File: src/rtl/vttc_pkg.sv
// Package for the visual target tracking controller.
// Types, register indexes and constants; no dependencies.
`timescale 1ns / 1ps
`default_nettype none
package vttc_pkg;

    localparam int TICK_MS_DEF = 50;
    localparam int CFG_IDX_W = 3;
    localparam int CFG_DATA_W = 10;
    localparam int Q_DEPTH = 2;

    localparam logic [CFG_IDX_W-1:0] REG_ZERO_X    = 3'd0;
    localparam logic [CFG_IDX_W-1:0] REG_ZERO_Y    = 3'd1;
    localparam logic [CFG_IDX_W-1:0] REG_ZERO_SIZE = 3'd2;
    localparam logic [CFG_IDX_W-1:0] REG_MIN_SIZE  = 3'd3;
    localparam logic [CFG_IDX_W-1:0] REG_LOCK      = 3'd4;

    localparam logic [1:0] M_SEARCH = 2'd0;
    localparam logic [1:0] M_TRACK  = 2'd1;
    localparam logic [1:0] M_SEQ    = 2'd2;

    typedef struct packed {
        logic signed [7:0] target_x;
        logic signed [7:0] target_y;
        logic [7:0]        target_size;
    } t_in;

    typedef struct packed {
        logic [1:0]        mode;
        logic              chassis_valid;
        logic signed [7:0] left_drive;
        logic signed [7:0] right_drive;
        logic              arm_valid;
        logic signed [7:0] arm_drive;
        logic              hand_valid;
        logic signed [7:0] hand_angle;
    } t_out;

    // classified item handed from front to back
    typedef struct packed {
        t_in         item;
        logic        found;     // size > min_size
        logic        near;      // size < zero_size/3
    } t_cls;

endpackage
`default_nettype wire

File: src/rtl/visual_target_tracking_controller_core.sv
// Visual target tracking controller, top level: registers, front, back.
// From input accept to output beat: queue write, pop, then four errors, each a
// setup step plus a 15-step bit-serial divide when an error is neither saturated
// nor zero, then S_FIN forms the beat and S_OUT hands it out.
// The back takes one beat at a time and holds it on output stall; reset (synchronous,
// active low) restores registers to defaults, search mode. Needs vttc_front/back.
`timescale 1ns / 1ps
`default_nettype none
module visual_target_tracking_controller_core
    import vttc_pkg::*;
#(
    parameter int TICK_MS = TICK_MS_DEF
) (
    input  wire                  i_clk,
    input  wire                  i_rst_n,
    input  wire                  i_valid,
    output logic                 o_stall,
    input  t_in                  i_data,
    output logic                 o_valid,
    input  wire                  i_stall,
    output t_out                 o_data,
    input  wire                  i_cfg_we,
    input  wire [CFG_IDX_W-1:0]  i_cfg_idx,
    input  wire [CFG_DATA_W-1:0] i_cfg_data
);
    logic signed [7:0] r_zx, r_zy;
    logic [7:0]        r_zs, r_ms;
    logic [9:0]        r_lt;

    // configuration registers
    always_ff @(posedge i_clk) begin
        if (!i_rst_n) begin
            r_zx <= '0; r_zy <= '0; r_zs <= 8'd50; r_ms <= 8'd5; r_lt <= 10'd20;
        end else if (i_cfg_we) begin
            unique case (i_cfg_idx)
                REG_ZERO_X:    r_zx <= i_cfg_data[7:0];
                REG_ZERO_Y:    r_zy <= i_cfg_data[7:0];
                REG_ZERO_SIZE: r_zs <= i_cfg_data[7:0];
                REG_MIN_SIZE:  r_ms <= i_cfg_data[7:0];
                REG_LOCK:      r_lt <= i_cfg_data;
                default: ;
            endcase
        end
    end

    logic q_valid, q_pop;
    t_cls q_data;

    vttc_front u_front (
        .i_clk(i_clk), .i_rst_n(i_rst_n), .i_valid(i_valid), .o_stall(o_stall),
        .i_data(i_data), .i_min_size(r_ms), .i_zero_size(r_zs),
        .o_valid(q_valid), .i_pop(q_pop), .o_data(q_data)
    );

    vttc_back #(.TICK_MS(TICK_MS)) u_back (
        .i_clk(i_clk), .i_rst_n(i_rst_n), .i_valid(q_valid), .o_pop(q_pop),
        .i_data(q_data), .i_zero_x(r_zx), .i_zero_y(r_zy), .i_zero_size(r_zs),
        .i_lock_ticks(r_lt), .o_valid(o_valid), .i_stall(i_stall), .o_data(o_data)
    );
endmodule
`default_nettype wire

File: src/rtl/vttc_front.sv
// Front: accepts beats, classifies them and pushes them into a short queue.
// Depends on vttc_pkg.
`timescale 1ns / 1ps
`default_nettype none
module vttc_front
    import vttc_pkg::*;
(
    input  wire        i_clk,
    input  wire        i_rst_n,
    input  wire        i_valid,
    output logic       o_stall,
    input  t_in        i_data,
    input  wire [7:0]  i_min_size,
    input  wire [7:0]  i_zero_size,
    output logic       o_valid,
    input  wire        i_pop,
    output t_cls       o_data
);
    localparam int PW = $clog2(Q_DEPTH);

    t_cls           r_q [Q_DEPTH];
    logic [PW-1:0]  r_wp, r_rp;
    logic [PW:0]    r_cnt;
    logic           push;
    t_cls           cls;
    logic [7:0]     third;

    // zero_size/3 via reciprocal: (v*171)>>9 exact for v<256
    assign third = 8'(({8'd0, i_zero_size} * 16'd171) >> 9);

    always_comb begin
        cls.item  = i_data;
        cls.found = i_data.target_size > i_min_size;
        cls.near  = i_data.target_size < third;
    end

    assign o_stall = r_cnt == (PW+1)'(Q_DEPTH);
    assign push    = i_valid && !o_stall;
    assign o_valid = r_cnt != '0;
    assign o_data  = r_q[r_rp];

    // queue storage and pointers
    always_ff @(posedge i_clk) begin
        if (push) r_q[r_wp] <= cls;
        if (!i_rst_n) begin
            r_wp <= '0; r_rp <= '0; r_cnt <= '0;
        end else begin
            if (push) r_wp <= PW'((r_wp + 1'b1) % Q_DEPTH);
            if (i_pop) r_rp <= PW'((r_rp + 1'b1) % Q_DEPTH);
            r_cnt <= r_cnt + (PW+1)'(push) - (PW+1)'(i_pop);
        end
    end
endmodule
`default_nettype wire

File: src/rtl/vttc_back.sv
// Back: mode sequencer, proportional errors and drive commands.
// Iterates a shared proportional error step; depends on vttc_pkg.
`timescale 1ns / 1ps
`default_nettype none
module vttc_back
    import vttc_pkg::*;
#(
    parameter int TICK_MS = TICK_MS_DEF
) (
    input  wire              i_clk,
    input  wire              i_rst_n,
    input  wire              i_valid,
    output logic             o_pop,
    input  t_cls             i_data,
    input  wire signed [7:0] i_zero_x,
    input  wire signed [7:0] i_zero_y,
    input  wire [7:0]        i_zero_size,
    input  wire [9:0]        i_lock_ticks,
    output logic             o_valid,
    input  wire              i_stall,
    output t_out             o_data
);
    localparam int T_TURN = (500 + TICK_MS - 1) / TICK_MS;
    localparam int T_DROP = (2500 + TICK_MS - 1) / TICK_MS;
    localparam int T_BACK = (3000 + TICK_MS - 1) / TICK_MS;
    localparam int T_DONE = (5000 + TICK_MS - 1) / TICK_MS;

    typedef enum logic [2:0] {S_IDLE, S_DIV, S_FIN, S_OUT} t_st;

    t_st               r_st;
    logic [1:0]        r_mode;
    logic              r_cen, r_lock;
    logic [9:0]        r_lcnt;
    logic [12:0]       r_seq;
    t_cls              r_it;
    logic [1:0]        r_k;          // which error: 0 x,1 y,2 size,3 speed
    logic signed [8:0] r_e [4];
    t_out              r_out;
    logic              r_fire;
    // restoring divider state
    logic [14:0]       r_num;
    logic [8:0]        r_den;
    logic [14:0]       r_quo;
    logic [3:0]        r_bit;
    logic              r_neg;

    // operand setup for error k
    logic signed [9:0] v, z, lo, hi;
    logic signed [9:0] dz;
    logic [8:0]        dmag;
    always_comb begin
        unique case (r_k)
            2'd0: begin v = 10'(r_it.item.target_x); z = 10'(i_zero_x); lo = -10'sd100; end
            2'd1: begin v = 10'(r_it.item.target_y); z = 10'(i_zero_y); lo = -10'sd100; end
            2'd2: begin v = {2'b0, r_it.item.target_size}; z = {2'b0, i_zero_size};
                        lo = 10'sd0; end
            default: begin v = {2'b0, r_it.item.target_size};
                        z = {2'b0, i_zero_size} + 10'sd10; lo = 10'sd0; end
        endcase
        hi = 10'sd100;
        dz = v - z;
        dmag = 9'((dz < 0) ? -dz : dz);
    end

    logic [9:0] lim;
    assign lim = (i_lock_ticks == '0) ? 10'd1 : i_lock_ticks;

    // final drive math; 3x/10 by reciprocal 205/2048, exact for |3x| <= 384
    logic signed [9:0]  yaw, sp, l, r;
    logic signed [10:0] y3;
    logic [8:0]         ymag;
    logic [17:0]        yprod;
    always_comb begin
        y3    = 11'(r_it.item.target_x) * 11'sd3;
        ymag  = 9'((y3 < 0) ? -y3 : y3);
        yprod = 18'(ymag) * 18'd205;
        yaw   = (y3 < 0) ? -10'(yprod[17:11]) : 10'(yprod[17:11]);
        sp    = 10'(r_e[3]);
        l     = (yaw - sp) / 10'sd2;
        r     = (-sp - yaw) / 10'sd2;
    end
    function automatic logic signed [7:0] bias(input logic signed [9:0] a);
        bias = 8'(a + ((a > 0) ? 10'sd5 : (a < 0) ? -10'sd5 : 10'sd0));
    endfunction
    function automatic logic small_err(input logic signed [8:0] e);
        small_err = (e <= 9'sd10) && (e >= -9'sd10);
    endfunction

    assign o_pop   = (r_st == S_IDLE) && i_valid;
    assign o_valid = r_st == S_OUT;
    assign o_data  = r_out;

    always_ff @(posedge i_clk) begin
        if (!i_rst_n) begin
            r_st <= S_IDLE; r_mode <= M_SEARCH; r_cen <= 1'b1; r_lock <= 1'b0;
            r_lcnt <= '0; r_seq <= '0; r_k <= '0; r_fire <= 1'b0;
        end else begin
            unique case (r_st)
                S_IDLE: if (i_valid) begin
                    r_it <= i_data;
                    r_out <= '0;
                    r_fire <= 1'b0;
                    if (r_mode == 2'd3) r_mode <= M_SEARCH;
                    r_k <= '0;
                    r_bit <= 4'd0;
                    r_st <= S_DIV;
                    if (r_lock) begin
                        if (r_lcnt + 10'd1 >= lim) begin
                            r_lock <= 1'b0; r_lcnt <= '0; r_fire <= 1'b1;
                        end else r_lcnt <= r_lcnt + 10'd1;
                    end
                end
                // one error per pass; a bit of quotient per cycle
                S_DIV: begin
                    if (r_bit == 4'd0) begin
                        if (dz > 0 && v >= hi) begin
                            r_e[r_k] <= 9'sd100; r_bit <= 4'd0;
                            r_k <= r_k + 2'd1; if (r_k == 2'd3) r_st <= S_FIN;
                        end else if (dz < 0 && v <= lo) begin
                            r_e[r_k] <= -9'sd100;
                            r_k <= r_k + 2'd1; if (r_k == 2'd3) r_st <= S_FIN;
                        end else if (dz == 0) begin
                            r_e[r_k] <= 9'sd0;
                            r_k <= r_k + 2'd1; if (r_k == 2'd3) r_st <= S_FIN;
                        end else begin
                            r_neg <= dz < 0;
                            r_num <= 15'(dmag) * 15'd100;
                            r_den <= 9'(dz > 0 ? hi - z : z - lo);
                            r_quo <= '0;
                            r_bit <= 4'd15;
                        end
                    end else begin
                        logic [15:0] rem;
                        rem = 16'(r_num >> (r_bit - 4'd1));
                        if (rem >= {7'd0, r_den}) begin
                            r_num <= r_num - 15'({6'd0, r_den} << (r_bit - 4'd1));
                            r_quo[r_bit - 4'd1] <= 1'b1;
                        end
                        r_bit <= r_bit - 4'd1;
                        if (r_bit == 4'd1) begin
                            logic [14:0] q;
                            q = r_quo | ((rem >= {7'd0, r_den}) ? 15'd1 : 15'd0);
                            r_e[r_k] <= r_neg ? -9'(q) : 9'(q);
                            r_k <= r_k + 2'd1; if (r_k == 2'd3) r_st <= S_FIN;
                        end
                    end
                end
                S_FIN: begin
                    r_st <= S_OUT;
                    if (r_fire) begin
                        r_mode <= M_SEQ; r_seq <= '0;
                        r_out.chassis_valid <= 1'b1; r_out.arm_valid <= 1'b1;
                        r_out.hand_valid <= 1'b1; r_out.hand_angle <= 8'sd90;
                        r_out.mode <= M_SEQ;
                    end else if (r_mode == M_TRACK) begin
                        if (!r_it.found) begin
                            r_mode <= M_SEARCH; r_out.mode <= M_SEARCH;
                        end else begin
                            r_out.mode <= M_TRACK;
                            r_out.chassis_valid <= 1'b1; r_out.arm_valid <= 1'b1;
                            if (r_cen || r_it.near) begin
                                r_out.left_drive <= bias(l);
                                r_out.right_drive <= bias(r);
                            end
                            r_out.arm_drive <= 8'(-r_e[1]);
                            r_cen <= small_err(r_e[1]);
                            if (small_err(r_e[0]) && small_err(r_e[1]) && small_err(r_e[2])) begin
                                if (!r_lock) begin r_lock <= 1'b1; r_lcnt <= '0; end
                            end else begin
                                r_lock <= 1'b0; r_lcnt <= '0;
                            end
                        end
                    end else if (r_mode == M_SEQ) begin
                        logic [12:0] t;
                        t = r_seq + 13'd1;
                        if (32'(t) >= T_DONE) begin
                            r_mode <= M_SEARCH; r_seq <= '0; r_out.mode <= M_SEARCH;
                        end else begin
                            r_seq <= t; r_out.mode <= M_SEQ;
                            if (32'(t) == T_TURN) begin
                                r_out.arm_valid <= 1'b1; r_out.arm_drive <= 8'sd60;
                                r_out.chassis_valid <= 1'b1;
                                r_out.left_drive <= -8'sd30; r_out.right_drive <= 8'sd30;
                            end
                            if (32'(t) == T_DROP) begin
                                r_out.arm_valid <= 1'b1; r_out.arm_drive <= 8'sd0;
                                r_out.chassis_valid <= 1'b1;
                                r_out.left_drive <= 8'sd0; r_out.right_drive <= 8'sd0;
                                r_out.hand_valid <= 1'b1; r_out.hand_angle <= -8'sd90;
                            end
                            if (32'(t) == T_BACK) begin
                                r_out.chassis_valid <= 1'b1;
                                r_out.left_drive <= 8'sd30; r_out.right_drive <= -8'sd30;
                            end
                        end
                    end else begin
                        if (r_it.found) begin
                            r_mode <= M_TRACK; r_out.mode <= M_TRACK;
                        end else begin
                            r_out.mode <= M_SEARCH; r_out.chassis_valid <= 1'b1;
                            r_out.left_drive <= -8'sd20; r_out.right_drive <= 8'sd20;
                        end
                    end
                end
                S_OUT: if (!i_stall) r_st <= S_IDLE;
                default: r_st <= S_IDLE;
            endcase
        end
    end
endmodule
`default_nettype wire
File: config.mk
export PLATFORM = sky130hd
export DESIGN_NAME = visual_target_tracking_controller_core
export DESIGN_NICKNAME = d
export VERILOG_FILES = /design/src/rtl/vttc_pkg.sv /design/src/rtl/visual_target_tracking_controller_core.sv /design/src/rtl/vttc_front.sv /design/src/rtl/vttc_back.sv
export SDC_FILE = /design/constraint.sdc
export NUM_CORES = 1
export LEC_CHECK = 0
export BUFFER_PORTS_ARGS = -buffer_cell sky130_fd_sc_hd__buf_2
export CAP_MARGIN = 20
export CORE_MARGIN = 2
export CORE_UTILIZATION = 55
export CTS_CLUSTER_DIAMETER = 100
export DETAILED_ROUTE_END_ITERATION = 6
export GPL_ROUTABILITY_DRIVEN = 1
export PLACE_DENSITY = 0.73
export SYNTH_ARGS = -nofsm -noshare
export SYNTH_HDL_FRONTEND = slang
export SYNTH_SLANG_ARGS = --single-unit
File: constraint.sdc
create_clock -name i_clk -period 34.5 [get_ports i_clk]
set_input_delay 0 -clock i_clk [delete_from_list [all_inputs] [get_ports i_clk]]
set_output_delay 0 -clock i_clk [all_outputs]
set_load 0.01 [all_outputs]
Yosys cells after proc, flatten, opt, wreduce, memory -nomap -nowiden
Memory sizes are Yosys's and may differ from the RTL's. A register that Yosys moved wholly into a read port is not among the register bits.
Index checks and enable logic that the tools add are counted.
{ "classes": {"n_shift": 2, "n_reduce_logical": 47, "mul": 4, "eq_ne": 56, "order_cmp": 22, "add_sub_neg": 25, "n_bitwise": 11, "muxes": 134} }
{ "op_table": {"columns": ["cell", "n"], "rows": [
  ["35-bit two-way mux", 8],
  ["15-bit two-way mux", 10],
  ["10-bit two-way mux", 11],
  ["9-bit two-way mux", 9],
  ["37-bit case mux with 2 select lines", 1],
  ["13-bit two-way mux", 4],
  ["26-bit two-way mux", 2],
  ["8-bit two-way mux", 5],
  ["10-bit case mux with 2 select lines", 2],
  ["1-bit two-way mux", 38],
  ["37-bit two-way mux", 1],
  ["17-bit two-way mux", 2],
  ["32-bit logical NOT", 1],
  ["16-bit two-way mux", 2],
  ["10-bit by 1-bit greater-than comparator with 1-bit output, second input constant", 3],
  ["10-bit by 1-bit < comparator with 1-bit output, second input constant", 3],
  ["2-bit two-way mux", 15],
  ["10-bit case mux with 3 select lines", 1],
  ["28-bit two-way mux", 1],
  ["7-bit AND reduction", 4],
  ["9-bit by 5-bit greater-or-equal comparator with 1-bit output, second input constant", 3],
  ["9-bit by 5-bit less-or-equal comparator with 1-bit output, second input constant", 3],
  ["3-bit two-way mux", 9],
  ["9-bit negation", 3],
  ["other kinds (87)", 160]
]} }
{ "word_totals": {"register_bits": 160, "mem_count": 2, "ram_bits": 88, "inputBits": 42, "out_inout_bits": 39} }
{ "mem_list": {"columns": ["name", "depth", "width", "rd", "rd_ports_with_merged_regs", "write_ports", "line", "source"], "rows": [
  ["u_front.r_q", 2, 26, 1, 1, 1, "vttc_front.sv:21", "t_cls r_q [Q_DEPTH];"],
  ["u_back.r_e", 4, 9, 4, 0, 1, "vttc_back.sv:37", "logic signed [8:0] r_e [4];"]
]} }

Longest topological paths before layout
Gate-level depths: netlist (run 1).
{ "logic_depth": {"depth_word": 18, "ltp_mapped": 60} }

Modules after synthesis
Synthesis (run 1) repeated with hierarchy kept, for this count alone.
{ "unflattened": {"hier_cells": 2186, "area_unflattened_um2": 20754.9} }
{ "by_module_without_submodules": {"columns": ["module", "n_inst", "seq_area_each_um2", "area_each_um2", "cells_per_inst"], "rows": [
  ["vttc_back", 1, 4574.4, 15600.0, 1763],
  ["vttc_front", 1, 1661.6, 3543.4, 265],
  ["visual_target_tracking_controller_core", 1, 840.8, 1611.5, 158]
]} }

Worst setup path after synthesis (run 1)
OpenSTA, ideal clock, no wires.
{ "synth_timing": {"path_kind": "flip-flop to flip-flop", "start": "reg u_back.r_it[19] in the netlist's numbering", "end": "reg u_back.r_out (netlist bit u_back.o_data[25]), data pin", "path_buffers": 1, "path_stages_with_launch": 56, "synth_period_minus_slack_ns": 12.031, "path_slack_ns": 22.469, "setup_time_ns": 0.270, "required_time_ns": 34.230, "arrival_ns": 11.761, "cell_sequence": "edfxtp_1 > ha_1 > ha_1 > inv_1 > fa_1 > nand2b_1 > a211o_1 > o211ai_1 > clkbuf_1 > o31ai_1 > xnor2_1 > ha_1 > inv_1 > fa_1 > inv_1 > fa_1 > inv_1 > fa_1 > (+20 left out) > xnor2_1 > xnor2_4 > and2_1 > ha_1 > nand3_1 > or2_2 > nor3b_1 > nand2_1 > and2_1 > ha_1 > a21o_1 > a21o_1 > a21o_1 > a21oi_1 > o21bai_1 > a21oi_1 > xnor2_1 > o22ai_1"} }
{ "synth_between": {"elab_chain_len": 18, "elab_cells_between_ends": 20, "classes_between": "add/sub: 5; mul: 2; order compare: 3; mux: 9; bitwise: 1"} }
{ "synth_lines": {"columns": ["item", "line", "source"], "rows": [
  ["start: declaration", "vttc_back.sv:35", "t_cls r_it;"],
  ["start signal: assignment", "vttc_back.sv:100", "r_it <= i_data;"],
  ["8-bit by 3-bit multiplier with 11-bit output *", "vttc_back.sv:74", "y3 = 11'(r_it.item.target_x) * 11'sd3;"],
  ["9-bit negation or 11-bit by 1-bit < comparator with 1-bit output (tied branches)", "vttc_back.sv:75, vttc_back.sv:77", null],
  ["9-bit two-way mux", "vttc_back.sv:75", "ymag = 9'((y3 < 0) ? -y3 : y3);"],
  ["9-bit by 8-bit multiplier with 17-bit output", "vttc_back.sv:76", "yprod = 18'(ymag) * 18'd205;"],
  ["6-bit negation with 10-bit output", "vttc_back.sv:77", "yaw = (y3 < 0) ? -10'(yprod[17:11]) : 10'(yprod[17:11]);"],
  ["10-bit two-way mux *", "vttc_back.sv:77", null],
  ["10-bit subtractor *", "vttc_back.sv:80", "r = (-sp - yaw) / 10'sd2;"],
  ["1-bit bitwise AND (no source line)", null, null],
  ["10-bit by 1-bit adder with 10-bit output (no source line) *", null, null],
  ["10-bit by 1-bit < comparator with 1-bit output", "vttc_back.sv:83", "bias = 8'(a + ((a > 0) ? 10'sd5 : (a < 0) ? -10'sd5 : 10'sd0));"],
  ["8-bit two-way mux (2 in a row)", "vttc_back.sv:83", null],
  ["8-bit adder *", "vttc_back.sv:83", null],
  ["16-bit two-way mux *", "vttc_back.sv:161", "if (r_cen || r_it.near) begin"],
  ["26-bit two-way mux *", "vttc_back.sv:156", "if (!r_it.found) begin"],
  ["28-bit two-way mux *", "vttc_back.sv:155", "end else if (r_mode == M_TRACK) begin"],
  ["16-bit two-way mux *", "vttc_back.sv:150", "if (r_fire) begin"],
  ["37-bit case mux with 2 select lines *", "vttc_back.sv:98", "unique case (r_st)"],
  ["end: declaration", "vttc_back.sv:38", "t_out r_out;"]
]} }
Mark *: on every way between the ends. The rest lies on a longest branch, timed or not. The select of a mux whose other input is x is not followed.
A chain may end at the register's enable or synchronous reset.

Final worst setup path (run 1)
{ "layout_timing": {"start": "reg u_back.r_it[20] in the netlist's numbering", "end": "reg u_back.r_out (netlist bit u_back.o_data[25]), data pin"} }
The elaborated chain is that of the path after synthesis.

==> run_results.csv, run 1 <==
group,metric,value,unit
run_status,status,"finished with violations",
run_status,violations,"design-rule violations",
final_layout,syn2layout_area_growth,11.43,%
global_routing,grt_pass1_wl,77940,um
synthesis,yosysUniqueCellTypes,105,
critical_path,r2r_end,"u_back.o_data[25]",
synthesis,syn_avg_cell_area,9.374,um^2
critical_path,crit_family,"adder cells",
cts,numCtsBuffers,30,
timing,tightest_slew,1.062,ns
routing,vias,16310,
timing,setup_violations,0,
routing,dr.pass1.iters,7,
cts,cts_htree_levels,1,
critical_path,cp-end-kind,"flop",
cts,postCtsSetupBuffers,0,
critical_path,worst_setup_path_start_kind,"flop",
critical_path,cpMaxStageDelayCell,"o211ai_1",
cts,worstSkewPairLatency,0.58,ns
die,initial_core_util,0.5541,
global_routing,grt_max_degree,84,
hold_path,hold_path_end,"r_zs[1]",
critical_path,crit_type,"flop to flop",
die,fp.dieW,198.1,um
timing,fin_tns_setup,0,ns
synthesis,yosysWarningCount,0,
final_layout,final_common_cell,"ha_1",
synthesis,ys_async_sr_fraction,0,
placement,io_buffer_count,79,
die,die-height,198.1,um
cts,cts_tree,"built",
synthesis,syn_inst,2211,
synthesis,synth_nets,2554,
final_layout,final_nets,2653,
die,die-area,39250,um^2
critical_path,arrival,13.74,ns
synthesis,ys_ff_latch,261,
die,rows,71,
global_routing,grt_pass1_vias,16090,
timing,period_share,0.3896,
global_routing,overflow,0,
hold_path,whs_path_depth,3,
synthesis,synth_edf_count,183,
routing,drtAntennaViolNets,0,
synthesis,seq_area_frac_synth,0.3405,
final_layout,final_cell_mix,"265 x ha_1, 237 x inv_1, 211 x nand2_1, 183 x edfxtp_1, 132 x nor2_1",
timing,fmax,74.39,MHz
critical_path,cp_max_fo,12,
critical_path,reg2regPathDepth,54,
global_routing,track_usage,0.2432,
run,maxCapViolations,0,
cts,cts_resized,0,
critical_path,r2r_start,"u_back.r_it[20]",
timing,rsz0062_at_grt,"no",
routing,wl_per_cell,16.63,um
global_routing,antenna_found_initial,0,
synthesis,synth_ff_type,"edfxtp_1",
die,core_area,37400,um^2
final_layout,drive_above_1_share,0.09983,
synthesis,netlist_area,20720,um^2
timing,period_minus_slack,13.44,ns
critical_path,r2r_slack,21.06,ns
critical_path,cp.depth,54,
hold_path,hp-class,"primary input to flop",
placement,place_congestion,0.9502,
final_layout,filler_cell_count,3031,
critical_path,worstPathRequired,34.80,ns
critical_path,path_buf_inv,6,
cts,root_buffer,"clkbuf_16",
critical_path,max_stage_delay,0.89,ns
timing,hold_viol,0,
die,io_pins,81,
timing,fin_worst_skew,0.02603,ns
cts,path_clk_slew,0.06,ns
hold_path,hp-start,"i_rst_n",
routing,drc,1,
timing,slew_headroom,0.2888,
cts,cts_buffer_depth,3,
critical_path,worst_path_most_repeated_cell,"ha_1",
routing,routed_wirelength,47310,um
routing,viasPerCell,5.731,
placement,dp_hpwl,35970,um
final_layout,diodes,0,
routing,drt_iter0_drc,907,
cts,ctsHoldBuffers,48,
timing,maxSlewViolCount,0,
cts,clock-sinks,261,
## through the flow
stage | cells | area (um^2) | hold WS, ns | setup WS [ns] | utilization
global route | 2845 | 23090 | 0.1134 | 19.89 | 0.6175
global placement | 2740 | 21580 | 0.1875 | 21.58 | 0.5770
detailed placement | 2740 | 21580 | 0.1910 | 21.10 | 0.5770
finish | 2845 | 23090 | 0.08568 | 21.06 | 0.6175
CTS | 2844 | 23080 | 0.04818 | 21.03 | 0.6172
floorplan | 2211 | 20720 | 0.09887 | 22.47 | -
## logic make-up after synthesis
family / synth area share
adders and majority gates: 0.1952
DFF: 0.3405
xor gates and xnor gates: 0.05989
muxes: 0.03490
buffers and inverters: 0.06013
and+or+nand+nor: 0.1468
other: 0.0001809
AOI/OAI and AO/OA: 0.1624
## tightest hold or removal path: cells and delay by family
family / cells / cell delay (ns)
buffers and inverters: 2 / 0.43
and+or+nand+nor: 1 / 0.15
## Yosys cell counts (7+ instances only)
library cell	instances	share of area
a211oi_1	24	0.0087
a21boi_0	35	0.013
a21o_1	46	0.017
a21oi_1	122	0.029
a22oi_1	11	0.0040
a31oi_1	15	0.0045
and2_1	25	0.0075
and3_1	33	0.010
buf_4	7	0.0025
clkbuf_1	60	0.011
dfxtp_1	78	0.075
edfxtp_1	183	0.27
fa_1	36	0.035
ha_1	265	0.16
inv_1	237	0.043
mux2_2	34	0.018
mux2i_1	25	0.012
nand2_1	211	0.038
nand2b_1	19	0.0057
nand3_1	49	0.012
nand4_1	11	0.0033
nor2_1	133	0.024
nor2b_1	31	0.0094
nor3_1	35	0.0085
nor3b_1	8	0.0029
nor4_1	12	0.0036
o211ai_1	13	0.0047
o21a_1	16	0.0058
o21ai_0	98	0.024
o21bai_1	11	0.0040
o22ai_1	10	0.0030
o31ai_1	18	0.0065
or3_1	17	0.0051
or4_1	10	0.0036
xnor2_1	80	0.034
xor2_1	53	0.022
## layout make-up
cell class                 count  area [um^2]  share of cell area
inverter                     241        909.6             0.03939
clock buffer                  34        785.8             0.03403
clock inverter                22        237.7             0.01029
sequential                   261         7057              0.3056
multi-input combinational   1630        12440              0.5388
tap                          511        639.4             0.02769
timing repair buffer         146         1022             0.04427
## routing by layer
layer	track usage	up-vias	share of wire
met5	0	-	0
met4	0.08159	0	0.029
met3	0.02589	92	0.051
met2	0.4283	455	0.49
met1	0.3112	7706	0.43
li1	-	8052	-
## state kept, by name, summed over array words and instances (netlist names), 2 cells and up
register,flops
u_front.r_cnt,2
r_zx,8
u_back.r_den,9
r_zs,8
u_front.r_q,52
u_back.r_quo,9
u_back.o_data,31
r_lt,10
r_ms,8
u_back.r_num,15
u_back.r_e,36
u_back.r_mode,2
u_back.r_bit,4
u_back.r_st,2
u_back.r_seq,13
r_zy,8
u_back.r_it,26
u_back.r_lcnt,10
u_back.r_k,2
## worst max-delay path by stage
stage	start	end	slack, ns
floorplan	u_back.r_it[19]	u_back.o_data[25]	22.47
global placement	u_back.r_it[20]	u_back.o_data[25]	21.58
detailed placement	u_back.r_it[20]	u_back.o_data[25]	21.10
finish	u_back.r_it[20]	u_back.o_data[25]	21.06
global route	u_back.r_it[20]	u_back.o_data[25]	19.89
CTS	u_back.r_it[20]	u_back.o_data[25]	21.03
Power of run 1 is left out: the tool's default activity adds up to more than one toggle a clock period on the data nets, which glitch-free logic cannot reach.
==> run 2, diff against run 1 <==
==> constraint.sdc (replaced) <==
create_clock -name i_clk -period 13.8 [get_ports i_clk]
set_input_delay 0 -clock i_clk [delete_from_list [all_inputs] [get_ports i_clk]]
set_output_delay 0 -clock i_clk [all_outputs]
set_load 0.01 [all_outputs]
==> run_results.csv, run 2 (synthesis results as in run 1) <==
group,metric,value,unit
run_status,status,"complete, no violations",
critical_path,r2r_slack,0.90,ns
critical_path,max_stage_delay,0.54,ns
die,io_pins,81,
die,initial_core_util,0.5541,
die,fp.dieW,198.1,um
timing,slew_headroom,0.2677,
critical_path,reg2regPathDepth,56,
global_routing,grt_pass1_wl,78740,um
routing,routed_wirelength,47890,um
global_routing,antenna_found_initial,0,
timing,rsz0062_at_grt,"no",
critical_path,path_buf_inv,6,
critical_path,worst_path_most_repeated_cell,"ha_1",
final_layout,regMostFlops,"u_front.r_q",
global_routing,grt_pass1_vias,16220,
critical_path,cpMaxStageDelayCell,"edfxtp_1",
run,maxCapViolations,0,
placement,placed_cells,2740,
timing,fin_worst_skew,0.03869,ns
critical_path,crit_type,"flop to flop",
routing,drc,0,
timing,period_share,0.9350,
timing,maxSlewViolCount,0,
final_layout,largest_reg_flops,52,
cts,root_buffer,"clkbuf_16",
placement,place_congestion,0.9503,
routing,dr.pass1.iters,5,
final_layout,syn2layout_area_growth,11.16,%
final_layout,filler_cell_count,3068,
placement,io_buffer_count,79,
routing,vias,16410,
die,rows,71,
cts,clock-sinks,261,
critical_path,r2r_end,"u_back.o_data[25]",
final_layout,final_common_cell,"ha_1",
hold_path,whs_path_depth,4,
critical_path,crit_family,"adder cells",
cts,cts_tree,"built",
hold_path,hp-start,"i_cfg_we",
final_layout,final_cell_mix,"265 x ha_1, 237 x inv_1, 211 x nand2_1, 183 x edfxtp_1, 132 x nor2_1",
final_layout,diodes,0,
timing,tightest_slew,1.071,ns
timing,fin_tns_setup,0,ns
cts,worstSkewPairLatency,0.58,ns
cts,cts_htree_levels,1,
routing,wl_per_cell,16.82,um
routing,drt_iter0_drc,919,
critical_path,cp-end-kind,"flop",
final_layout,drive_above_1_share,0.1006,
critical_path,r2r_start,"u_back.r_it[20]",
timing,setup_violations,0,
global_routing,grt_max_degree,84,
final_layout,final_nets,2656,
placement,dp_hpwl,36180,um
die,core_area,37400,um^2
timing,fmax,77.50,MHz
routing,drtAntennaViolNets,0,
cts,path_clk_slew,0.06,ns
hold_path,hp-class,"primary input to flop",
final_layout,final_cells,2847,
cts,cts_buffer_depth,3,
cts,numCtsBuffers,29,
routing,viasPerCell,5.765,
critical_path,worstPathRequired,14.09,ns
global_routing,track_usage,0.2471,
timing,period_minus_slack,12.90,ns
hold_path,hold_path_end,"r_lt[7]",
global_routing,overflow,0,
critical_path,worst_setup_path_start_kind,"flop",
die,die-area,39250,um^2
timing,hold_viol,0,
critical_path,cp_max_fo,9,
critical_path,arrival,13.19,ns
die,die-height,198.1,um
[run 2: cell types whose count changed in the layout (fill, tap and decap cells not counted), moves of 2 or more]
cell / delta
buf_4: +4
bufinv_16: -4
clkbuf_1: +4
clkinvlp_4: -2
[run 2: what timing repair did]
action,4_1_cts,5_1_grt
gates resized for setup,0,3
setup endpoints to repair,0,8
hold endpoints to repair,97,0
setup buffers,0,4
hold buffers,48,0
[run 2: layout make-up]
class / instances / area [um^2] / share of cell area
Multi-Input combinational cell: 1630 / 12460 / 0.5408
Timing Repair Buffer: 150 / 1052 / 0.04567
Clock inverter: 14 / 82.58 / 0.003584
Tap cell: 511 / 639.4 / 0.02775
Inverter: 241 / 909.6 / 0.03948
Sequential cell: 261 / 7057 / 0.3063
Clock buffer: 40 / 839.6 / 0.03644
[run 2: through the flow]
step / hold WS, ns / instance area [um^2] / setup WS (ns) / utilization
2_1_floorplan: 0.09887 / 20720 / 1.769 / -
3_3_place_gp: 0.1875 / 21580 / 0.8834 / 0.5770
3_5_place_dp: 0.1924 / 21580 / 0.4263 / 0.5770
4_1_cts: 0.02173 / 22980 / 0.3598 / 0.6145
5_1_grt: 0.08248 / 23040 / 0.01487 / 0.6160
6_report: 0.08034 / 23040 / 0.8964 / 0.6160
[run 2: worst register-to-register path: cells and delay by family (launching register included)]
family                   cells  cell delay (ns)
AO/OA/AOI/OAI               18             3.81
AND/OR/NAND/NOR             12             2.04
flip-flops                   1             0.54
adder cells (fa/ha/maj)     15             4.92
buffers and inverters        6             0.36
XOR/XNOR                     5             0.91
[run 2: worst max path at each step]
| stage | from | to | cells after the start |
|---|---|---|---|
| final | u_back.r_it[20] | u_back.o_data[25] | 56 |
| after global routing | u_back.r_it[20] | u_back.o_data[25] | 54 |
| after CTS | u_back.r_it[20] | u_back.o_data[25] | 54 |
| after detailed placement | u_back.r_it[20] | u_back.o_data[25] | 54 |
| after global placement | u_back.r_it[20] | u_back.o_data[25] | 54 |
| after floorplan | u_back.r_it[19] | u_back.o_data[25] | 55 |
[run 2: layer usage]
metal / part of all wire / up-vias / routed length, um / GRT usage
li1: - / 8057 / - / -
met1: 0.43 / 7782 / 20370 / 0.3103
met2: 0.48 / 462 / 23220 / 0.4337
met3: 0.054 / 112 / 2578 / 0.03015
met4: 0.036 / 0 / 1725 / 0.09468
met5: 0 / - / 0 / 0
Power of run 2 is left out for the same reason.
==> run 3, diff against run 2 <==
--- a/config.mk
+++ b/config.mk
@@ -12,6 +12,7 @@
 export CTS_CLUSTER_DIAMETER = 100
 export DETAILED_ROUTE_END_ITERATION = 6
 export GPL_ROUTABILITY_DRIVEN = 1
+export HOLD_SLACK_MARGIN = 0.1
 export PLACE_DENSITY = 0.73
 export SYNTH_ARGS = -nofsm -noshare
 export SYNTH_HDL_FRONTEND = slang
==> run_results.csv, run 3 (synthesis results as in run 1) <==
group,metric,value,unit
run_status,status,"complete, no violations",
critical_path,cp_max_fo,9,
global_routing,overflow,0,
global_routing,grt_pass1_vias,16270,
timing,fmax,77.55,MHz
critical_path,worst_setup_path_start_kind,"flop",
timing,rsz0062_at_grt,"no",
final_layout,diodes,0,
final_layout,final_common_cell,"ha_1",
placement,dp_hpwl,36180,um
routing,dr.pass1.iters,5,
routing,drtAntennaViolNets,0,
critical_path,r2r_slack,0.91,ns
critical_path,reg2regPathDepth,56,
cts,path_clk_slew,0.07,ns
final_layout,final_cell_mix,"265 x ha_1, 237 x inv_1, 211 x nand2_1, 183 x edfxtp_1, 132 x nor2_1",
routing,viasPerCell,5.763,
die,fp.dieW,198.1,um
placement,place_congestion,0.9503,
cts,cts_tree,"built",
final_layout,drive_above_1_share,0.1002,
critical_path,r2r_end,"u_back.o_data[25]",
cts,cts_buffer_depth,3,
global_routing,grt_max_degree,84,
critical_path,worst_path_most_repeated_cell,"ha_1",
final_layout,regArea,7057,um^2
die,rows,71,
final_layout,filler_cell_count,3053,
critical_path,cpMaxStageDelayCell,"edfxtp_1",
routing,drt_iter0_drc,934,
die,initial_core_util,0.5541,
final_layout,final_nets,2665,
hold_path,hp-class,"primary input to flop",
hold_path,hp-start,"i_data[11]",
critical_path,r2r_start,"u_back.r_it[20]",
die,core_area,37400,um^2
run,maxCapViolations,0,
routing,drc,0,
timing,setup_violations,0,
final_layout,regMostFlops,"u_front.r_q",
timing,period_share,0.9344,
timing,maxSlewViolCount,0,
hold_path,hold_path_end,"u_front.r_q[0][13]",
cts,numCtsBuffers,29,
final_layout,syn2layout_area_growth,11.60,%
routing,wl_per_cell,16.81,um
cts,root_buffer,"clkbuf_16",
critical_path,crit_type,"flop to flop",
cts,worstSkewPairLatency,0.58,ns
cts,cts_htree_levels,1,
global_routing,grt_pass1_wl,79070,um
die,die-height,198.1,um
die,io_pins,81,
timing,period_minus_slack,12.89,ns
critical_path,cp-end-kind,"flop",
timing,tightest_slew,1.071,ns
critical_path,worstPathRequired,14.09,ns
die,die-area,39250,um^2
final_layout,largest_reg_flops,52,
timing,fin_tns_setup,0,ns
routing,vias,16460,
routing,routed_wirelength,48010,um
placement,io_buffer_count,79,
timing,hold_viol,0,
hold_path,whs_path_depth,2,
final_layout,multiInputGateArea,12460,um^2
critical_path,arrival,13.18,ns
placement,pre_cts_slack,0.4263,ns
global_routing,track_usage,0.2481,
timing,slew_headroom,0.2674,
timing,fin_worst_skew,0.03789,ns
global_routing,antenna_found_initial,0,
critical_path,max_stage_delay,0.54,ns
cts,clock-sinks,261,
timing,setup_ws,0.9054,ns
run 3: cell count changes in the layout (fill, tap and decap cells not counted):
| cell | delta |
|---|---|
| dlygate4sd3_1 | +9 |
run 3: cell type report:
cell class / instances / area share
Multi-Input combinational cell: 1630 / 0.5387
Sequential cell: 261 / 0.3051
Timing Repair Buffer: 159 / 0.04939
Inverter: 241 / 0.03933
Clock buffer: 40 / 0.03630
Tap cell: 511 / 0.02764
Clock inverter: 14 / 0.003570
run 3: how the worst max path moves through the flow:
| stage | to | startpoint | slack (ns) |
|---|---|---|---|
| after global routing | u_back.o_data[25] | u_back.r_it[20] | 0.02 |
| final | u_back.o_data[25] | u_back.r_it[20] | 0.91 |
| after floorplan | u_back.o_data[25] | u_back.r_it[19] | 1.77 |
| after detailed placement | u_back.o_data[25] | u_back.r_it[20] | 0.43 |
| after CTS | u_back.o_data[25] | u_back.r_it[20] | 0.36 |
| after global placement | u_back.o_data[25] | u_back.r_it[20] | 0.88 |
run 3: what timing repair did:
| action | 4_1_cts | 5_1_grt |
|---|---|---|
| resized for setup | 0 | 3 |
| endpoints found under the setup margin | 0 | 8 |
| hold buffers | 57 | 0 |
| hold endpoints to repair | 100 | 0 |
| buffers inserted | 0 | 4 |
run 3: worst max-delay path, delay by kind of cell (launching register included):
family | cells | cell delay (ns)
simple gates | 12 | 2.04
buf+inv | 6 | 0.36
fa+ha+maj | 15 | 4.92
compound gates | 18 | 3.80
xor+xnor | 5 | 0.90
flops | 1 | 0.54
run 3: metal layers:
metal,GRT usage,share of wire,vias to the layer above
met4,0.09412,0.036,0
met3,0.02981,0.054,108
met1,0.3116,0.42,7810
met5,0,0,-
li1,-,-,8072
met2,0.4363,0.49,470
run 3: through the flow:
step / hold WS, ns / area [um^2] / utilization / instances
after global routing: 0.1449 / 23130 / 0.6184 / 2856
after detailed placement: 0.1924 / 21580 / 0.5770 / 2740
after CTS: 0.1256 / 23070 / 0.6169 / 2851
after global placement: 0.1875 / 21580 / 0.5770 / 2740
after floorplan: 0.09887 / 20720 / - / 2211
final: 0.1494 / 23130 / 0.6184 / 2856
Power of run 3 is left out for the same reason.
